`config.mk`:
```
export PLATFORM = sky130hd
export DESIGN_NAME = mets_mul
export DESIGN_NICKNAME = d
export VERILOG_FILES = /design/src/rtl/core/mets_pkg.sv /design/src/rtl/core/mets_mul.sv
export SDC_FILE = /design/constraint.sdc
export NUM_CORES = 2
export LEC_CHECK = 0
export BUFFER_PORTS_ARGS = -buffer_cell sky130_fd_sc_hd__buf_2
export CAP_MARGIN = 20
export CORE_AREA = 2 2 329 331
export DETAILED_ROUTE_END_ITERATION = 16
export DIE_AREA = 0 0 331 333
export PLACE_DENSITY = 0.69
export SYNTH_ARGS = -nofsm -noshare
export SYNTH_HDL_FRONTEND = slang
export SYNTH_SLANG_ARGS = --single-unit
```
`constraint.sdc`:
```
create_clock -name clk -period 9.8 [get_ports clk]
set_input_delay 0.49 -clock clk [delete_from_list [all_inputs] [get_ports clk]]
set_output_delay 0.49 -clock clk [all_outputs]
set_load 0.01 [all_outputs]
```
`src/rtl/core/mets_pkg.sv`:
```
// mets_pkg: shared types, fixed-point constants and helpers for the
// Mandelbrot escape-time core. No dependencies.
`default_nettype none
package mets_pkg;

    localparam int FRAC = 28;
    localparam logic [63:0] ONE_Q    = 64'h0000_0000_1000_0000;
    localparam logic [63:0] QUARTER  = 64'h0000_0000_0400_0000;
    localparam logic [63:0] PROD_LIM = 64'h1000_0000_0000_0000;
    localparam logic [63:0] LN2_Q    = 64'd186065280;
    localparam logic [63:0] VAL_MAX  = 64'h0000_007F_FFFF_FFFF;
    localparam logic [63:0] VAL_MIN  = 64'hFFFF_FF80_0000_0000;
    localparam logic [63:0] VAL_INS  = 64'hFFFF_FFFF_FFFF_0000;
    localparam logic [63:0] BULB_LIM = 64'h0010_0000_0000_0000;
    localparam logic [63:0] BAIL4    = 64'h0000_0000_4000_0000;
    localparam logic [63:0] BAIL16   = 64'h0000_0001_0000_0000;

    // register indexes
    localparam logic REG_MAX_ITER    = 1'b0;
    localparam logic REG_SMOOTH_MODE = 1'b1;

    // smoothing modes
    localparam logic [1:0] MODE_PLAIN  = 2'd0;
    localparam logic [1:0] MODE_LINEAR = 2'd1;
    localparam logic [1:0] MODE_LOG    = 2'd2;
    localparam logic [1:0] MODE_DIST   = 2'd3;

    typedef struct packed {
        logic        start;
        logic [63:0] a;
        logic [63:0] b;
    } mul_req_t;

    typedef struct packed {
        logic        start;
        logic        is_div;
        logic [63:0] a;   // radicand or dividend
        logic [63:0] b;   // divisor
    } sqd_req_t;

    function automatic logic [63:0] mag64(input logic [63:0] v);
        mag64 = v[63] ? (64'd0 - v) : v;
    endfunction

    // floor(+-prod / 2^sh), sh is 27 or 28, saturated to +-2^60
    function automatic logic [63:0] mulshr(input logic [127:0] prod, input logic neg,
                                           input logic sh27);
        logic [127:0] q;
        logic         rem;
        logic [63:0]  m;
        q   = sh27 ? (prod >> 27) : (prod >> 28);
        rem = sh27 ? (|prod[26:0]) : (|prod[27:0]);
        if (neg && rem)
            q = q + 128'd1;
        if ((q[127:64] != 64'd0) || (q[63:0] > PROD_LIM))
            m = PROD_LIM;
        else
            m = q[63:0];
        mulshr = neg ? (64'd0 - m) : m;
    endfunction

endpackage
`default_nettype wire

```
`src/rtl/core/mets_mul.sv`:
```
// mets_mul: shared 64x64 unsigned multiplier built from one registered
// 32x32 partial-product multiplier. Uses mets_pkg.
`default_nettype none
module mets_mul
    import mets_pkg::*;
(
    input  wire logic           clk,
    input  wire logic           rst_n,
    input  wire mul_req_t       req,
    output logic                done,
    output logic [127:0]        prod
);

    logic [63:0]  a_reg, b_reg, p_reg;
    logic [1:0]   psh_reg;
    logic [127:0] acc_reg, acc_next;
    logic [2:0]   cnt_reg;
    logic         busy_reg, pv_reg, done_reg;
    logic [31:0]  pa, pb;
    logic [1:0]   psh_next;

    always_comb
    begin
        case (cnt_reg[1:0])
            2'd0:
            begin
                pa = a_reg[31:0];  pb = b_reg[31:0];  psh_next = 2'd0;
            end
            2'd1:
            begin
                pa = a_reg[31:0];  pb = b_reg[63:32]; psh_next = 2'd1;
            end
            2'd2:
            begin
                pa = a_reg[63:32]; pb = b_reg[31:0];  psh_next = 2'd1;
            end
            default:
            begin
                pa = a_reg[63:32]; pb = b_reg[63:32]; psh_next = 2'd2;
            end
        endcase
        acc_next = acc_reg + ({64'd0, p_reg} << (7'd32 * {5'd0, psh_reg}));
    end

    always_ff @(posedge clk or negedge rst_n)
    begin
        if (!rst_n)
        begin
            busy_reg <= 1'b0;
            pv_reg   <= 1'b0;
            done_reg <= 1'b0;
            cnt_reg  <= 3'd0;
        end
        else
        begin
            done_reg <= 1'b0;
            if (req.start)
            begin
                busy_reg <= 1'b1;
                pv_reg   <= 1'b0;
                cnt_reg  <= 3'd0;
            end
            else if (busy_reg)
            begin
                if (!cnt_reg[2])
                begin
                    pv_reg  <= 1'b1;
                    cnt_reg <= cnt_reg + 3'd1;
                end
                else
                begin
                    busy_reg <= 1'b0;
                    pv_reg   <= 1'b0;
                    done_reg <= 1'b1;
                end
            end
        end
    end

    always_ff @(posedge clk)
    begin
        if (req.start)
        begin
            a_reg   <= req.a;
            b_reg   <= req.b;
            acc_reg <= 128'd0;
        end
        else if (busy_reg)
        begin
            if (!cnt_reg[2])
            begin
                p_reg   <= {32'd0, pa} * {32'd0, pb};
                psh_reg <= psh_next;
            end
            if (pv_reg)
                acc_reg <= acc_next;
        end
    end

    assign done = done_reg;
    assign prod = acc_reg;

endmodule
`default_nettype wire

```
==> flow_summary_export.csv <==
group,metric,value,unit
cells_and_area,area_delta_synth_final,9.77,%
cells_and_area,drive_gt1_share,9.97,%
sta,drv_slew,0,
grt,grt_max_degree,88,
placement,dp_cells,7503,
cells_and_area,fillers,9777,
setup_path,r2r_start,"cnt_reg[0]",
min_path,worstHoldStart,"req[65]",
sta,fin_skew,0.0437,ns
min_path,hold_path_end,"a_reg[1]",
min_path,hold_class,"input port to flop",
grt,grt_pass1_wl,278000,um
synthesis,synth_ff_type,"edfxtp_1",
floorplan,die_x,331,um
sta,maxSlewHeadroom,11.5,%
cts,cts_buffer_depth,3,
cells_and_area,postLayoutCoreUtil,54.7,%
setup_path,timing.critical_path.mode_cell,"fa_1",
sta,whs,0.0332,ns
setup_path,critPathSlowestCell,"mux2_2",
route,wirelength,188000,um
cts,cts_made_buffers,41,
route,viasPerCell,5.85,
synthesis,ys_top_cells_by_area,"fa_1, edfxtp_1, ha_1, inv_1, nand2_1",
setup_path,cp_max_fo,59,
cells_and_area,layout.cells.non_filler,7600,
status,status,"completed",
sta,finalCriticalPeriod,9.47,ns
synthesis,yosys.area.top_type,"fa_1",
synthesis,avgSynthCellArea,8.83,sq um
route,antenna_left,0,
floorplan,core-area,0.107,sq mm
flow_run,drv_cap,0,
route,drcViolationCount,0,
sta,rsz0062_at_grt,"false",
floorplan,die_area,0.110,sq mm
setup_path,cp_data_arrival_time,9.86,ns
route,avgRoutedWirePerCell,24.7,um
setup_path,critPathRequiredTime,10.19,ns
grt,grt_pass1_vias,45200,
sta,finalCritPeriodShare,96.6,%
placement,portBuffers,259,
setup_path,path_delay_family,"adder cells",
floorplan,ios,260,
setup_path,r2r_end,"p_reg[59]",
setup_path,r2r_slack,0.33,ns
cts,worst_skew_pair.late_latency,0.64,ns
route,firstDrtPassIters,8,
setup_path,crit_start,"cnt_reg[0]",
setup_path,path_buf_inv,5,
cts,clock_sinks,328,
sta,hold_violations,0,
route,vias,44500,
synthesis,synth-seq-cells,328,
setup_path,critPathKind,"flop to flop",
grt,antenna_found_initial,2,
sta,tightestPinTransition,1.33,ns
floorplan,std_cell_rows,120,
cts,root_buffer,"clkbuf_16",
grt,track_usage,34.1,%
placement,dp_hpwl,152000,um
setup_path,r2r_cells,30,
floorplan,die_h,333,um
setup_path,slowest_delay,0.64,ns
sta,tns,0,ns
synthesis,yosysTopAreaCellShare,33.8,%
cts,cts_tree,"done",
grt,grt_overflow,0,
route,drt_iter0_markers,4221,
cells_and_area,finalNetCount,7588,
synthesis,synth-edff-count,194,
setup_path,start_kind,"flop",
placement,gp_congestion,1.04,
synthesis,yosysUniqueCellTypes,82,
synthesis,ys_async_sr_fraction,1.83,%
min_path,hold_depth,1,
setup_path,end_kind,"flop",
floorplan,initial_core_util,49.8,%
cts,ctsHtreeMaxLevel,2,
synthesis,synth.yosys.seq_area_share,16.1,%
synthesis,syn_nets,7433,
synthesis,yosysWarnings,0,
synthesis,postSynthCellCount,6010,
sta,fmax,106,MHz
cts,clk_pin_slew,0.06,ns
synthesis,syn-cell-area,0.0531,sq mm
sta,setup_viol,0,
cells_and_area,largest_register_ffs,128,
## worst max path at each step
stage	to	cells past startpoint
floorplan	p_reg[62]	33
global placement	p_reg[62]	31
detailed placement	p_reg[63]	30
CTS	p_reg[63]	30
global route	p_reg[49]	31
finish	p_reg[59]	30
## per-layer routing
metal	wire length, um	track usage, %
met1	70500	43.2
met2	83700	53.3
met3	19300	7.58
met4	14400	20.3
met5	153	0
## cell families after synthesis
group,after synthesis,share of synthesized area (%)
compound gates,898,10.6
xor+xnor,177,2.92
fa+ha+maj,1292,43.1
buf+inv,1244,8.82
flops,328,16.1
mux,160,3.17
simple gates,1911,15.2
## synthesized netlist by cell type (5+ instances only)
cell type	number
a211oi_1	13
a21boi_0	9
a21o_1	103
a21oi_1	332
a221oi_1	11
a22o_1	39
a31oi_1	18
a41oi_1	6
and2_1	49
and3_1	15
and4_1	13
buf_1	9
buf_2	9
clkbuf_1	286
dfrtp_1	6
dfxtp_1	128
edfxtp_1	194
fa_1	897
ha_1	395
inv_1	937
mux2_2	63
mux2i_1	97
nand2_1	794
nand2b_1	23
nand3_1	38
nand4_1	76
nor2_1	752
nor2b_1	60
nor3_1	31
nor3b_1	5
nor4_1	13
o211ai_1	7
o21a_1	23
o21ai_0	178
o21ai_1	18
o21bai_1	52
o221ai_1	5
o31a_1	9
o31ai_1	17
o41ai_1	7
or2_2	14
or3_1	16
xnor2_1	99
xor2_1	78
## layout make-up
type | count | area (sq um) | area share, %
Antenna cell | 1 | 2.50 | 0.00429
Multi-Input combinational cell | 4438 | 40100 | 68.9
Tap cell | 1403 | 1760 | 3.01
Sequential cell | 328 | 8540 | 14.7
Clock inverter | 27 | 330 | 0.567
Timing Repair Buffer | 419 | 2960 | 5.08
Clock buffer | 47 | 1050 | 1.80
Inverter | 937 | 3520 | 6.04
## stage by stage
step	worst slack [ns]	instance area, sq um
finish	0.330	58300
global route	0.00175	58300
CTS	0.0770	58200
detailed placement	0.0407	56600
global placement	0.311	56600
floorplan	0.410	53100
## cells in the final DEF, fill, tap and decap left out, types with 16 or more instances in the layout
cell type	count
a21o_1	103
a21oi_1	332
a22o_1	39
a31oi_1	17
and2_1	48
buf_12	32
buf_2	258
buf_4	106
clkbuf_16	41
dfxtp_1	128
dlygate4sd3_1	20
edfxtp_1	194
fa_1	897
ha_1	395
inv_1	937
mux2_2	61
mux2i_1	54
mux2i_2	40
nand2_1	793
nand2b_1	23
nand3_1	38
nand4_1	76
nor2_1	749
nor2b_1	58
nor3_1	31
o21a_1	23
o21ai_0	178
o21ai_1	18
o21bai_1	52
or3_1	16
xnor2_1	99
xor2_1	78
## repair_timing
action                     in CTS  in global routing
gates resized for setup         0                  7
setup endpoints to repair       0                 11
hold buffers                   20                  0
buffers inserted                0                  0
hold endpoints to repair       25                  0
Power is not shown: default switching activity piles up to over one toggle a cycle in this logic, so the estimate is an artifact.
