### config.mk
export PLATFORM = sky130hd
export DESIGN_NAME = mets_sqdiv
export DESIGN_NICKNAME = d
export VERILOG_FILES = /design/src/rtl/core/mets_pkg.sv /design/src/rtl/core/mets_sqdiv.sv
export SDC_FILE = /design/constraint.sdc
export NUM_CORES = 1
export LEC_CHECK = 0
export ABC_AREA = 1
export BUFFER_PORTS_ARGS = -buffer_cell sky130_fd_sc_hd__buf_4
export CORE_UTILIZATION = 60
export CTS_BUF_LIST = sky130_fd_sc_hd__clkbuf_8
export CTS_CLUSTER_DIAMETER = 30
export DETAILED_ROUTE_END_ITERATION = 10
export HOLD_SLACK_MARGIN = 0.05
export PLACE_DENSITY_LB_ADDON = 0.12
export SLEW_MARGIN = 5
export SYNTH_ARGS = -nofsm -noshare
export SYNTH_HDL_FRONTEND = slang
export SYNTH_SLANG_ARGS = --single-unit
### constraint.sdc
create_clock -name clk -period 9.64 [get_ports clk]
set_input_delay 0.964 -clock clk [delete_from_list [all_inputs] [get_ports clk]]
set_output_delay 0.964 -clock clk [all_outputs]
set_load 0.01 [all_outputs]
### src/rtl/core/mets_pkg.sv
// mets_pkg: shared types, fixed-point constants and helpers for the
// Mandelbrot escape-time core. No dependencies.
`default_nettype none
package mets_pkg;

    localparam int FRAC = 28;
    localparam logic [63:0] ONE_Q    = 64'h0000_0000_1000_0000;
    localparam logic [63:0] QUARTER  = 64'h0000_0000_0400_0000;
    localparam logic [63:0] PROD_LIM = 64'h1000_0000_0000_0000;
    localparam logic [63:0] LN2_Q    = 64'd186065280;
    localparam logic [63:0] VAL_MAX  = 64'h0000_007F_FFFF_FFFF;
    localparam logic [63:0] VAL_MIN  = 64'hFFFF_FF80_0000_0000;
    localparam logic [63:0] VAL_INS  = 64'hFFFF_FFFF_FFFF_0000;
    localparam logic [63:0] BULB_LIM = 64'h0010_0000_0000_0000;
    localparam logic [63:0] BAIL4    = 64'h0000_0000_4000_0000;
    localparam logic [63:0] BAIL16   = 64'h0000_0001_0000_0000;

    // register indexes
    localparam logic REG_MAX_ITER    = 1'b0;
    localparam logic REG_SMOOTH_MODE = 1'b1;

    // smoothing modes
    localparam logic [1:0] MODE_PLAIN  = 2'd0;
    localparam logic [1:0] MODE_LINEAR = 2'd1;
    localparam logic [1:0] MODE_LOG    = 2'd2;
    localparam logic [1:0] MODE_DIST   = 2'd3;

    typedef struct packed {
        logic        start;
        logic [63:0] a;
        logic [63:0] b;
    } mul_req_t;

    typedef struct packed {
        logic        start;
        logic        is_div;
        logic [63:0] a;   // radicand or dividend
        logic [63:0] b;   // divisor
    } sqd_req_t;

    function automatic logic [63:0] mag64(input logic [63:0] v);
        mag64 = v[63] ? (64'd0 - v) : v;
    endfunction

    // floor(+-prod / 2^sh), sh is 27 or 28, saturated to +-2^60
    function automatic logic [63:0] mulshr(input logic [127:0] prod, input logic neg,
                                           input logic sh27);
        logic [127:0] q;
        logic         rem;
        logic [63:0]  m;
        q   = sh27 ? (prod >> 27) : (prod >> 28);
        rem = sh27 ? (|prod[26:0]) : (|prod[27:0]);
        if (neg && rem)
            q = q + 128'd1;
        if ((q[127:64] != 64'd0) || (q[63:0] > PROD_LIM))
            m = PROD_LIM;
        else
            m = q[63:0];
        mulshr = neg ? (64'd0 - m) : m;
    endfunction

endpackage
`default_nettype wire

### src/rtl/core/mets_sqdiv.sv
// mets_sqdiv: bit-serial floor square root (32 steps) and unsigned
// 64/64 division (64 steps) sharing one subtract/compare. Uses mets_pkg.
`default_nettype none
module mets_sqdiv
    import mets_pkg::*;
(
    input  wire logic     clk,
    input  wire logic     rst_n,
    input  wire sqd_req_t req,
    output logic          done,
    output logic [63:0]   result
);

    logic [63:0] sh_reg, d_reg, res_reg;
    logic [65:0] rem_reg, rem_in, trial, diff;
    logic [5:0]  cnt_reg;
    logic        busy_reg, div_reg, done_reg, ge;

    always_comb
    begin
        if (div_reg)
        begin
            rem_in = {rem_reg[64:0], sh_reg[63]};
            trial  = {2'b00, d_reg};
        end
        else
        begin
            rem_in = {rem_reg[63:0], sh_reg[63:62]};
            trial  = {res_reg, 2'b01};
        end
        diff = rem_in - trial;
        ge   = (rem_in >= trial);
    end

    always_ff @(posedge clk or negedge rst_n)
    begin
        if (!rst_n)
        begin
            busy_reg <= 1'b0;
            done_reg <= 1'b0;
            cnt_reg  <= 6'd0;
        end
        else
        begin
            done_reg <= 1'b0;
            if (req.start)
            begin
                busy_reg <= 1'b1;
                cnt_reg  <= req.is_div ? 6'd63 : 6'd31;
            end
            else if (busy_reg)
            begin
                cnt_reg <= cnt_reg - 6'd1;
                if (cnt_reg == 6'd0)
                begin
                    busy_reg <= 1'b0;
                    done_reg <= 1'b1;
                end
            end
        end
    end

    always_ff @(posedge clk)
    begin
        if (req.start)
        begin
            div_reg <= req.is_div;
            sh_reg  <= req.a;
            d_reg   <= req.b;
            rem_reg <= 66'd0;
            res_reg <= 64'd0;
        end
        else if (busy_reg)
        begin
            sh_reg  <= div_reg ? (sh_reg << 1) : (sh_reg << 2);
            rem_reg <= ge ? diff : rem_in;
            res_reg <= {res_reg[62:0], ge};
        end
    end

    assign done   = done_reg;
    assign result = res_reg;

endmodule
`default_nettype wire

==> flow_summary.yaml <==
synth:
  synth-seq-cells: 266
  synthAdderAreaFrac_pct: 4.84
  synth_xor_area_share_pct: 1.95
  syn_area_per_cell_um2: 6.48
  synth_compound_area_share_pct: 10.5
  synth_cell_types: 39
  yosysWarnings: 0
  mappedNetlistNets: 2978
  yosysMostFrequentCell: "nand2_1"
  muxShareOfSynthArea_pct: 0.0556
  ys.flop_type: "edfxtp_1"
  yosysTopAreaCellShare_pct: 21.5
  synth_edf_count: 129
  syn_inst: 2777
  synthTopCellsByArea: "edfxtp_1 (22%), nand2_1 (21%), dfxtp_1 (14%)"
  synthArstFlopShare_pct: 3.01
  synth.top_cells.by_count: "nand2_1 (1,005), inv_1 (423), nor2_1 (257)"
  synth_top_family_by_area: "simple AND/OR/NAND/NOR gates"
  synth_top_area_cell: "edfxtp_1"
  synth_area_mm2: 0.0180
  synthSimpleGateAreaFrac_pct: 34.2
  ys_seq_area_share_pct: 37.0
timing:
  slew_violations: 0
  skew_ns: 0.0332
  slew-limit-headroom_pct: 21.8
  worst_pin_slew_ns: 1.17
  fin_crit_sh_pct: 59.9
  rsz0062_at_grt: "no"
  fmax_mhz: 173
  finalHoldViolations: 0
  tns_ns: 0
  whs_ns: 0.136
  period_minus_slack_ns: 5.77
  setup_viol: 0
power_and_ir_drop:
  power_leakage_nw: 10.8
  power_per_cell_area_mw_per_mm2: 241
  peakVddDrop_v: 0.000174
cts:
  root_buffer: "clkbuf_8"
  cts_resized: 0
  cts.clk_slew.worst_paths_ns: 0.07
  cts_buffers: 57
  htreeDepth: 2
  cts_buffer_depth: 3
  cts_tree: "done"
  post_cts_buffers: 0
  cts.sinks: 266
  hold_buffers: 0
  clock_latency_ns: 0.65
final_layout:
  multiInputGateArea_mm2: 0.00926
  regArea_mm2: 0.00666
  largest_reg_flops: 65
  nets: 3129
  fin_util_pct: 70.9
  antenna_cells: 0
  final.fill_count: 2397
  drive_above_1_share_pct: 11.0
  area_growth_pct: 16.4
  final_cell_area_mm2: 0.0209
grt:
  grt_pass1_vias: 17900
  antenna_found_initial: 1
  overflow: 0
  grtUsageTotal_pct: 39.5
  grt_pass1_wl_um: 94500
  grt_max_degree: 103
drt:
  drtIter0Drc: 2263
  final_antenna_net_count: 0
  route.detailed.drc: 0
  via_count: 19100
  via_per_inst: 5.68
  first_pass_iters: 7
  finalWirelength_um: 61700
  wire_per_inst_um: 18.3
setup_path:
  rrSetupSlack_ns: 3.87
  r2r_start: "div_reg"
  arrival_ns: 6.32
  rr_worst_depth: 19
  r2r-end: "rem_reg[39]"
  crit_required_ns: 10.19
  path_cells: "buf_4 -> inv_6 -> buf_4 -> o21ai_0 -> ha_1 -> nand2_1 -> nor2_1 -> inv_2 -> nor2_1 -> inv_1 -> nor2_2 -> nand2_1 -> nand2_2 -> nand2_4 -> nand2_4 -> nand2_4 -> nor2_1 -> nor2_1 -> nor2_1"
  critPathCaptureType: "flip-flop"
  path_class: "flip-flop to flip-flop"
  slowest_delay_ns: 0.83
  crit_family: "simple AND/OR/NAND/NOR gates"
  crit_path_start_kind: "flip-flop"
  crit_buf_inv: 5
  cp_max_fo: 102
  path_common_cell: "nor2_1"
  slowest_stage: "nand2_4"
die:
  rows: 63
  ios: 197
  fp.dieH_um: 175
  start_util_pct: 60.9
  die_w_um: 175
  die-area_mm2: 0.0307
  core_mm2: 0.0296
job:
  max_cap_viol_count: 0
placement:
  port_buffers: 196
  placed_area_mm2: 0.0196
  gp_congestion: 1.03
  dp_hpwl_um: 43900
run_status:
  outcome: "finished clean"
worst_hold_path:
  hold_class: "input pin to async pin"
-- metrics by stage --
| step | power, mW | setup WS, ns | std cells |
|---|---|---|---|
| detailed placement | 3.51 | 4.07 | 3259 |
| CTS | 4.99 | 4.05 | 3367 |
| floorplan | 2.91 | 6.12 | 2777 |
| global route | 5.34 | 3.52 | 3367 |
| finish | 5.05 | 3.87 | 3367 |
| global placement | 3.49 | 4.27 | 3259 |
-- worst max-delay path by stage --
stage             start           to  slack (ns)  cells after the start
6_report        div_reg  rem_reg[39]        3.87                     19
5_1_grt         div_reg  rem_reg[39]        3.52                     19
4_1_cts         div_reg  rem_reg[39]        4.05                     19
3_5_place_dp    div_reg  rem_reg[49]        4.07                     19
3_3_place_gp    div_reg  rem_reg[51]        4.27                     19
2_1_floorplan  req[129]    sh_reg[0]        6.12                      3
-- placed cells by master (no fill, tap or decap), drive strengths merged --
| cell type | Yosys | layout |
|---|---|---|
| and2 | 1 | 1 |
| xnor2 | 5 | 5 |
| inv | 428 | 438 |
| nand4 | 73 | 73 |
| a21o | 1 | 1 |
| o21ai | 87 | 87 |
| clkbuf | 74 | 59 |
| nor2 | 264 | 264 |
| a21oi | 195 | 195 |
| or2 | 2 | 2 |
| nand3 | 125 | 125 |
| buf | 40 | 206 |
| dfrtp | 8 | 8 |
| clkinv | 0 | 24 |
| bufinv | 0 | 11 |
| nor4 | 2 | 2 |
| o21bai | 5 | 5 |
| o22ai | 63 | 63 |
| clkinvlp | 0 | 4 |
| mux2i | 1 | 1 |
| nand3b | 16 | 16 |
| fa | 1 | 1 |
| edfxtp | 129 | 129 |
| nand2 | 1011 | 1011 |
| ha | 68 | 68 |
| a22oi | 1 | 1 |
| o211ai | 2 | 2 |
| dfxtp | 129 | 129 |
| xor2 | 35 | 35 |
| nor3 | 11 | 11 |
-- per-layer routing --
metal  GRT usage, %  wire length (µm)  up-vias
li1               -                 -     9124
met1           52.5             25300     8733
met2           61.2             27400     1123
met3           9.64              6650      159
met4           16.7              2390        0
met5              0                 0        -
-- worst register-to-register path: cells and delay by family (launching register included) --
kind / cells / cell delay [ns]
AOI/OAI and AO/OA: 1 / 0.24
buffers and inverters: 5 / 1.88
DFF: 1 / 0.37
and+or+nand+nor: 12 / 2.77
adders and majority gates: 1 / 0.44
-- power breakdown --
group | leakage, nW | total (mW) | internal [mW] | switching [mW]
Combinational | 7.65 | 2.18 | 0.668 | 1.51
Sequential | 2.44 | 1.41 | 1.33 | 0.0836
Clock | 0.710 | 1.47 | 0.880 | 0.585
Total | 10.8 | 5.05 | 2.87 | 2.18
-- cells by family (layout without fill, tap and decap cells) --
| logic type | count (synthesis) | after routing |
|---|---|---|
| xor+xnor | 40 | 40 |
| buf+inv | 542 | 742 |
| compound gates | 354 | 354 |
| mux | 1 | 1 |
| fa+ha+maj | 69 | 69 |
| simple gates | 1505 | 1505 |
| flops | 266 | 266 |
-- cell type report --
cell class                      instances  share of cell area (%)
Timing Repair Buffer                  206                    7.40
Sequential cell                       266                    31.8
Clock buffer                           59                    3.88
Clock inverter                         49                    2.65
Tap cell                              390                    2.33
Multi-Input combinational cell       1969                    44.2
Inverter                              428                    7.71
Power figures use the tool's default switching activity.
